## src/sbfr_pkg.sv

```systemverilog
// ----------------------------------------------------------------------------
// sbfr_pkg
// Shared types and constants for the sync byte frame receiver.
// ----------------------------------------------------------------------------
package sbfr_pkg;

    // One bus byte.
    typedef logic [7:0] byte_t;

    // Frame position: zero while hunting, 1..7 counts received frame bytes.
    typedef logic [2:0] pos_t;

    // Byte that always opens a new frame.
    localparam byte_t SYNC_BYTE = 8'h1C;

    // Number of payload bytes held between the start byte and the checksum.
    localparam int PAYLOAD_LEN = 6;

    // Position codes.
    localparam pos_t POS_HUNT  = 3'd0;
    localparam pos_t POS_FIRST = 3'd1;
    localparam pos_t POS_CHECK = 3'd7;

    // Control from the frame sequencer to the byte cells and output stage.
    typedef struct packed {
        logic shift;  // a payload byte enters the cell row
        logic emit;   // the checksum byte matched: load the result
    } sbfr_ctrl_t;

endpackage

```

## src/sbfr_cell.sv

```systemverilog
// ----------------------------------------------------------------------------
// sbfr_cell
// One byte cell of the payload row; takes its neighbor's byte on a shift.
// ----------------------------------------------------------------------------
module sbfr_cell
    import sbfr_pkg::*;
(
    input  logic  aclk,
    input  logic  shift,
    input  byte_t d_in,
    output byte_t q
);

    byte_t data_reg;
    byte_t data_next;

    // Hold the byte unless the row moves forward.
    always_comb begin
        data_next = shift ? d_in : data_reg;
    end

    always_ff @(posedge aclk) begin
        data_reg <= data_next;
    end

    assign q = data_reg;

endmodule

```

## src/sbfr_ctrl.sv

```systemverilog
// ----------------------------------------------------------------------------
// sbfr_ctrl
// Frame sequencer: tracks the frame position and the running byte sum and
// decides when the payload row shifts and when a good frame is delivered.
// ----------------------------------------------------------------------------
module sbfr_ctrl
    import sbfr_pkg::*;
(
    input  logic       aclk,
    input  logic       aresetn,
    input  logic       xfer,
    input  byte_t      rx_byte,
    output sbfr_ctrl_t ctl
);

    pos_t  pos_reg;
    pos_t  pos_next;
    byte_t sum_reg;
    byte_t sum_next;
    byte_t sum_total;

    // Sum of the frame so far plus this byte; zero means the checksum matches.
    assign sum_total = sum_reg + rx_byte;

    // Next position and sum, and the controls for this transfer.
    always_comb begin
        pos_next  = pos_reg;
        sum_next  = sum_reg;
        ctl.shift = 1'b0;
        ctl.emit  = 1'b0;
        if (xfer) begin
            if (rx_byte == SYNC_BYTE) begin
                pos_next = POS_FIRST;
                sum_next = SYNC_BYTE;
            end else if (pos_reg == POS_HUNT) begin
                pos_next = POS_HUNT;
            end else if (pos_reg != POS_CHECK) begin
                ctl.shift = 1'b1;
                sum_next  = sum_total;
                pos_next  = pos_reg + 3'd1;
            end else begin
                ctl.emit = (sum_total == 8'h00);
                pos_next = POS_HUNT;
                sum_next = 8'h00;
            end
        end
    end

    always_ff @(posedge aclk) begin
        if (!aresetn) begin
            pos_reg <= POS_HUNT;
            sum_reg <= 8'h00;
        end else begin
            pos_reg <= pos_next;
            sum_reg <= sum_next;
        end
    end

endmodule

```

## src/sync_byte_frame_receiver.sv

```systemverilog
// ----------------------------------------------------------------------------
// sync_byte_frame_receiver
// Deframer for fixed eight-byte bus frames with a sum checksum.
// ----------------------------------------------------------------------------
// The block takes one bus byte per transfer and accepts a new byte every
// cycle; it stalls only while a delivered frame waits in the output register
// and m_ready is low. Byte 0x1C always starts a frame, even in mid-frame or in
// the checksum slot; bytes outside a frame are dropped. The six payload bytes
// move through a row of byte cells, and a running sum checks the last byte
// against the two's complement of the sum of the first seven. A good frame
// appears on the m_ side in the cycle after its checksum byte is transferred;
// a bad frame produces nothing.
module sync_byte_frame_receiver
    import sbfr_pkg::*;
(
    input  logic  aclk,
    input  logic  aresetn,
    input  logic  s_valid,
    output logic  s_ready,
    input  byte_t s_rx_byte,
    output logic  m_valid,
    input  logic  m_ready,
    output byte_t m_area_byte,
    output byte_t m_frame_byte2,
    output byte_t m_frame_byte3,
    output byte_t m_frame_byte4,
    output byte_t m_frame_byte5,
    output byte_t m_join_byte,
    output byte_t m_check_byte
);

    logic       s_xfer;
    sbfr_ctrl_t ctl;
    byte_t      cell_q [PAYLOAD_LEN];
    byte_t      cell_d [PAYLOAD_LEN];

    logic  m_valid_reg;
    logic  m_valid_next;
    byte_t out_reg [PAYLOAD_LEN];
    byte_t check_reg;

    // The output register frees up in the same cycle its result is taken.
    assign s_ready = !m_valid_reg || m_ready;
    assign s_xfer  = s_valid && s_ready;

    sbfr_ctrl u_ctrl (
        .aclk    (aclk),
        .aresetn (aresetn),
        .xfer    (s_xfer),
        .rx_byte (s_rx_byte),
        .ctl     (ctl)
    );

    // Payload row: new bytes enter at the far end and move toward cell 0.
    for (genvar i = 0; i < PAYLOAD_LEN; i++) begin : g_cell
        if (i == PAYLOAD_LEN - 1) begin : g_tail
            assign cell_d[i] = s_rx_byte;
        end else begin : g_link
            assign cell_d[i] = cell_q[i + 1];
        end
        sbfr_cell u_cell (
            .aclk  (aclk),
            .shift (ctl.shift),
            .d_in  (cell_d[i]),
            .q     (cell_q[i])
        );
    end

    // Output valid: set by a good frame, cleared once the result is taken.
    always_comb begin
        if (ctl.emit) begin
            m_valid_next = 1'b1;
        end else if (m_ready) begin
            m_valid_next = 1'b0;
        end else begin
            m_valid_next = m_valid_reg;
        end
    end

    always_ff @(posedge aclk) begin
        if (!aresetn) begin
            m_valid_reg <= 1'b0;
        end else begin
            m_valid_reg <= m_valid_next;
        end
    end

    // Result payload is captured from the cell row on a good frame.
    always_ff @(posedge aclk) begin
        if (ctl.emit) begin
            out_reg   <= cell_q;
            check_reg <= s_rx_byte;
        end
    end

    assign m_valid       = m_valid_reg;
    assign m_area_byte   = out_reg[0];
    assign m_frame_byte2 = out_reg[1];
    assign m_frame_byte3 = out_reg[2];
    assign m_frame_byte4 = out_reg[3];
    assign m_frame_byte5 = out_reg[4];
    assign m_join_byte   = out_reg[5];
    assign m_check_byte  = check_reg;

`ifndef SYNTHESIS
    // A result only appears after an input transfer.
    a_valid_from_input: assert property (@(posedge aclk) disable iff (!aresetn)
        $rose(m_valid) |-> $past(s_valid && s_ready))
        else $error("result appeared without an input transfer");

    // A start byte never completes a frame.
    a_sync_no_result: assert property (@(posedge aclk) disable iff (!aresetn)
        (s_valid && s_ready && s_rx_byte == SYNC_BYTE) |=> !$rose(m_valid))
        else $error("start byte produced a result");

    // No input is taken while a result is stalled.
    a_stall_blocks_input: assert property (@(posedge aclk) disable iff (!aresetn)
        (m_valid && !m_ready) |-> !s_ready)
        else $error("input taken while output stalled");

    // The row never shifts on the transfer that delivers a frame, and a frame is delivered only on a transfer.
    a_emit_no_shift: assert property (@(posedge aclk) disable iff (!aresetn)
        ctl.emit |-> (!ctl.shift && s_xfer))
        else $error("emit with shift or without transfer");
`endif

endmodule

```

## config.mk

```make
export PLATFORM = sky130hd
export DESIGN_NAME = sync_byte_frame_receiver
export DESIGN_NICKNAME = d
export VERILOG_FILES = /design/src/sbfr_pkg.sv /design/src/sbfr_cell.sv /design/src/sbfr_ctrl.sv /design/src/sync_byte_frame_receiver.sv
export SDC_FILE = /design/constraint.sdc
export NUM_CORES = 1
export LEC_CHECK = 0
export BUFFER_PORTS_ARGS = -buffer_cell sky130_fd_sc_hd__buf_2
export CELL_PAD_IN_SITES_DETAIL_PLACEMENT = 1
export CELL_PAD_IN_SITES_GLOBAL_PLACEMENT = 1
export CORE_ASPECT_RATIO = 1.1
export CORE_MARGIN = 2
export CORE_UTILIZATION = 50
export CTS_BUF_LIST = sky130_fd_sc_hd__clkbuf_8 sky130_fd_sc_hd__clkbuf_16
export DETAILED_ROUTE_END_ITERATION = 8
export GPL_ROUTABILITY_DRIVEN = 0
export PLACE_DENSITY_LB_ADDON = 0.1
export SYNTH_ARGS = -nofsm -noshare
export SYNTH_HDL_FRONTEND = slang
export SYNTH_HIERARCHICAL = 1
export SYNTH_SLANG_ARGS = --single-unit
```

## constraint.sdc

```tcl
create_clock -name aclk -period 16 [get_ports aclk]
set_input_delay 3.2 -clock aclk [delete_from_list [all_inputs] [get_ports aclk]]
set_output_delay 3.2 -clock aclk [all_outputs]
set_load 0.01 [all_outputs]
```

==> results of run 1 <==
==> logic make-up (layout without fill, tap and decap cells) <==
group	count (synthesis)	in the layout	share of synthesized area (%)
AOI/OAI and AO/OA	31	31	5.469
and+or+nand+nor	36	36	5.469
buffers and inverters	9	109	0.8392
DFF	116	116	83.53
adders and majority gates	11	11	3.605
xor gates and xnor gates	5	5	1.088
==> metrics by stage <==
stage          hold WS [ns]  power [mW]  utilization (%)  worst slack [ns]  instances
3_5_place_dp         0.4099      0.3764            57.49             9.224        385
5_1_grt              0.4290      0.7343            64.40             9.200        416
4_1_cts              0.4254      0.7187            64.40             9.218        416
2_1_floorplan        0.4003      0.3663                -             7.719        208
3_3_place_gp         0.4010      0.3744            57.49             9.236        385
6_report             0.4211      0.7125            64.40             9.221        416
==> layout make-up <==
class	count	share of cell area, %
repair buffers	71	7.109
clock buffers	17	8.171
clock inverters	14	2.567
well taps	108	2.666
inverters	7	0.5184
flip-flops and latches	116	66.35
multi-input cells	83	12.61
==> power breakdown <==
group          total [mW]  switching [mW]  internal, mW
combinational      0.0284          0.0178        0.0106
clock               0.342           0.135         0.206
sequential          0.343         0.00395         0.339
total               0.712           0.157         0.555
==> per-layer routing <==
layer | track usage [%] | vias up
li1 | - | 987
met3 | 5.410 | 9
met2 | 32.01 | 70
met1 | 21.26 | 1061
met5 | 0 | -
met4 | 8.611 | 0
==> synthesized netlist by cell type, drive strengths merged (2+ instances only) <==
cell type	number	share of area [%]
dfxtp	12	6.0
and2	3	0.53
inv	7	0.65
o21ai	7	0.87
clkbuf	2	0.19
a211oi	2	0.50
a21oi	6	0.75
nand4	2	0.31
xor2	2	0.44
nor2	10	0.93
nand2	4	0.37
nor2b	5	0.78
nand3	2	0.25
ha	10	3.1
xnor2	3	0.65
edfxtp	104	78
a22oi	4	0.75
a21boi	3	0.65
==> how the worst max path moves through the flow <==
stage / slack (ns) / cells after the start / end / from
floorplan: 7.72 / 6 / m_area_byte[0]$_DFFE_PP_ / s_rx_byte[0]
global placement: 9.24 / 3 / s_ready / m_ready
detailed placement: 9.22 / 3 / s_ready / m_ready
CTS: 9.22 / 3 / s_ready / m_ready
global route: 9.20 / 3 / s_ready / m_ready
finish: 9.22 / 3 / s_ready / m_ready
==> worst reg2reg max path: cells and delay by family, from the launching register on <==
family / cells / cell delay [ns]
DFF: 1 / 0.33
and+or+nand+nor: 3 / 0.95
buffers and inverters: 2 / 0.83
adders and majority gates: 2 / 0.69
AOI/OAI and AO/OA: 1 / 0.16
xor gates and xnor gates: 1 / 0.26
==> results_dict.tcl, run 1 <==
set metrics [dict create \
    status "finished clean" \
    die_h_um 98.12 \
    cp_max_fo 3 \
    fillerInstances 700 \
    post-dp-hpwl_um 4690 \
    wirelength_um 7634 \
    syn_nets 231 \
    vias 2127 \
    worstRegToRegCells 9 \
    worst_path_most_repeated_cell "buf_2" \
    power_density_nw_per_um2 140.6 \
    cpLargestDelayFamily "buffers and inverters" \
    slew_violations 0 \
    boundaryPins 70 \
    tightest_slew_ns 0.7498 \
    ys_warn_count 6 \
    syn_avg_cell_area_um2 19.36 \
    seq_area_um2 3363 \
    ys_ff_latch 116 \
    wl_per_cell_um 18.35 \
    first_iter_violations 68 \
    grt_pass1_wl_um 11860 \
    multi_input_area_um2 639.4 \
    ys.flop_type "edfxtp_1" \
    hold_violations 0 \
    grt_util_all_layers_pct 18.76 \
    root_buffer "clkbuf_8" \
    grt-ovfl-total 0 \
    antenna_left 0 \
    nets 319 \
    fin_area_um2 5069 \
    setup_tns_ns 0 \
    syn-cell-area_um2 4026 \
    cts_tree "yes" \
    async_flop_share_pct 0 \
    synthCells 208 \
    worstSkewPairLatency_ns 0.49 \
    min_path_type "reg -> reg" \
    port_buffers 69 \
    critPathCaptureType "output port" \
    die-area_um2 8787 \
    start_util_pct 51.16 \
    final_common_cell "edfxtp_1" \
    rows 34 \
    reg2reg_to "m_valid$_SDFFE_PN0P_" \
    cts.clk_slew.worst_paths_ns 0.06 \
    hold_path_end "m_area_byte[0]$_DFFE_PP_" \
    drive_above_1_share_pct 37.34 \
    htree_levels 4 \
    final_cell_mix "edfxtp_1, buf_2, clkbuf_16" \
    die_x_um 89.56 \
    drc_errors 0 \
    grt_max_degree 58 \
    fin_skew_ns 0.007607 \
    highest_layer "met4" \
    cp-start-kind "input pin" \
    antenna_found_initial 0 \
    fmax_ghz 0.1475 \
    synth-seq-area-share_pct 83.53 \
    clock_sinks 116 \
    crit_type "in -> out" \
    yosysUniqueCellTypes 41 \
    reg2reg_slack_ns 12.73 \
    wl_met3_um 343 \
    rsz0062_at_grt "no" \
    met1_length_um 3089 \
    cts_resized 0 \
    synth_edf_count 104 \
    wl_met2_um 4079 \
    ir_drop_mv 0.07923 \
    cap_violations 0 \
    fin_crit_sh_pct 42.37 \
    timing.rr.start "u_ctrl/sum_reg[0]$_SDFFE_PN0P_" \
    cp.arrival_ns 3.58 \
    fin_crit_ns 6.779 \
    setup_viol 0 \
    cp_cell_sequence "buf_2, nand2b_4, buf_2" \
    slew_headroom_pct 50.01 \
    dpl_cell_area_um2 4524 \
    largest_reg_flops 48 \
    cts.path.max_buffers 2 \
    viasPerCell 5.113 \
    hp-start "g_cell[0].u_cell/q[0]$_DFFE_PP_" \
    grt_pass1_vias 2286 \
    holdPathStages 0 \
    critical-path-max-stage-delay_ns 0.14 \
    areaGrowthSynthToFinish_pct 25.89 \
    core_um2 7870 \
    first_pass_iters 4 \
    critPathSlowestCell "nand2b_4" \
    leakage_nw 1.857 \
    cts_buffers 17 \
    post-cts-setup-buffer-count 0 \
    required_ns 12.80 \
    worst-path-buf-inv 2 \
    antennaDiodeCount 0 \
    cts_hold_buf 0 \
]
Power figures use the tool's default switching activity.
==> inputs of run 2 (changes only) <==
Settings changed: CORE_UTILIZATION 50 to 42.
Clock period 16 ns to 6.1 ns, I/O delays scaled along.
==> results_dict.tcl, run 2 (synthesized netlist as in run 1, its figures left out) <==
set metrics [dict create \
    die_h_um 106.7 \
    post-cts-setup-buffer-count 0 \
    ir_drop_mv 0.2182 \
    place_inst 394 \
    swShare_pct 20.17 \
    hold_violations 0 \
    htree_levels 4 \
    setup_viol 0 \
    critPathCaptureType "register" \
    antenna_left 0 \
    grt_util_all_layers_pct 15.16 \
    drive_above_1_share_pct 34.53 \
    tightest_slew_ns 0.7357 \
    port_buffers 69 \
    root_buffer "clkbuf_8" \
    intPower_mw 1.434 \
    first_pass_iters 4 \
    power_density_nw_per_um2 357.0 \
    vias 2065 \
    cts.clk_slew.worst_paths_ns 0.05 \
    cts_tree "yes" \
    crit_type "in -> reg" \
    cts.path.max_buffers 2 \
    leakage_nw 1.854 \
    status "finished clean" \
    cp.arrival_ns 3.77 \
    required_ns 6.24 \
    cts_hold_buf 0 \
    cts_buffers 17 \
    slew_violations 0 \
    viasPerCell 4.870 \
    fmax_ghz 0.2748 \
    cpLargestDelayFamily "simple AND/OR/NAND/NOR gates" \
    final_cell_mix "edfxtp_1, buf_2, clkbuf_16" \
    worstSkewPairLatency_ns 0.51 \
    rows 37 \
    clock_sinks 116 \
    areaGrowthSynthToFinish_pct 24.92 \
    boundaryPins 70 \
    worstRegToRegCells 7 \
    cts_resized 0 \
    stdcell_count 424 \
    nets 319 \
    die-area_um2 10390 \
    drc_errors 0 \
    rsz0062_at_grt "no" \
    wirelength_um 7326 \
    die_x_um 97.36 \
    critical-path-max-stage-delay_ns 0.62 \
    antenna_found_initial 0 \
    p_sw_mw 0.3622 \
    holdPathStages 0 \
    core_um2 9351 \
    utilization_pct 53.79 \
    fillerInstances 905 \
    hold_path_end "m_area_byte[3]$_DFFE_PP_" \
    p_comb_share_pct 4.1 \
    cp-start-kind "input pin" \
    fin_crit_ns 3.639 \
    first_iter_violations 82 \
    setup_tns_ns 0 \
    reg2reg_to "m_frame_byte3[2]$_DFFE_PP_" \
    fin_crit_sh_pct 59.65 \
    start_util_pct 43.06 \
    grt_pass1_wl_um 11450 \
    min_path_type "reg -> reg" \
    reg2reg_slack_ns 3.01 \
    critPathSlowestCell "buf_4" \
    cp_cell_sequence "buf_2, ha_1, fa_1, xnor2_1, nand3_1, or4_1, nor4b_4, buf_4" \
    cp_max_fo 57 \
    final_common_cell "edfxtp_1" \
    timing.rr.start "u_ctrl/sum_reg[1]$_SDFFE_PN0P_" \
    slew_headroom_pct 50.95 \
    total_power_mw 1.796 \
    grt-ovfl-total 0 \
    grt_pass1_vias 2177 \
    antennaDiodeCount 0 \
    p_seq_share_pct 50.1 \
    largest_reg_flops 48 \
    wl_per_cell_um 17.28 \
    cap_violations 0 \
    post-dp-hpwl_um 4887 \
    grt_max_degree 58 \
    worst-path-buf-inv 2 \
    hp-start "g_cell[0].u_cell/q[3]$_DFFE_PP_" \
    fin_skew_ns 0.008070 \
    power_frac_clock_pct 45.9 \
]
run 2: changes by cell type in the layout (fill, tap and decap cells not counted):
cell        delta
clkinv_1       +4
inv_1          +4
clkinv_2       +1
clkinv_4       -5
inv_6          -3
clkinvlp_4     -2
run 2: cell type report:
type	count	area, um^2	share of cell area, %
Sequential cell	116	3363	66.87
Multi-Input combinational cell	83	639.4	12.71
Clock buffer	17	414.1	8.234
Timing Repair Buffer	71	360.3	7.164
Tap cell	117	146.4	2.910
Clock inverter	13	80.08	1.592
Inverter	7	26.28	0.5224
run 2: through the flow:
stage               area (um^2)  worst slack (ns)  hold slack, ns
detailed placement         4536             1.939          0.4084
global route               5030             2.359          0.4245
global placement           4536             1.972          0.4015
floorplan                  4035             1.096          0.4003
finish                     5030             2.461          0.4174
CTS                        5030             2.476          0.4206
run 2: how the worst max path moves through the flow:
stage / cells past startpoint / endpoint / slack, ns / from
finish: 8 / m_frame_byte3[2]$_DFFE_PP_ / 2.46 / s_rx_byte[0]
global route: 10 / m_valid$_SDFFE_PN0P_ / 2.36 / s_rx_byte[0]
CTS: 8 / m_frame_byte3[2]$_DFFE_PP_ / 2.48 / s_rx_byte[0]
detailed placement: 8 / m_area_byte[7]$_DFFE_PP_ / 1.94 / s_rx_byte[0]
global placement: 8 / m_frame_byte2[0]$_DFFE_PP_ / 1.97 / s_rx_byte[0]
floorplan: 6 / m_area_byte[0]$_DFFE_PP_ / 1.10 / s_rx_byte[0]
run 2: power by group through the flow:
stage / sequential (mW) / combinational [mW] / clock (mW)
floorplan: 0.911 / 0.0516 / 0
detailed placement: 0.915 / 0.0735 / 0
global placement: 0.911 / 0.0727 / 0
global route: 0.901 / 0.0817 / 0.876
CTS: 0.899 / 0.0743 / 0.838
finish: 0.899 / 0.0728 / 0.824
run 2: worst register-to-register path: cells and delay by family, from the launching register on:
| kind | cells | cell delay (ns) |
|---|---|---|
| AOI/OAI and AO/OA | 2 | 0.45 |
| xor gates and xnor gates | 1 | 0.16 |
| adders and majority gates | 1 | 0.31 |
| buffers and inverters | 1 | 0.62 |
| DFF | 1 | 0.34 |
| and+or+nand+nor | 2 | 0.80 |
run 2: routing by layer:
layer	GRT usage, %	part of all wire [%]
met1	16.66	41
met3	6.975	5.0
met5	0	0
met2	25.69	52
met4	6.151	1.7
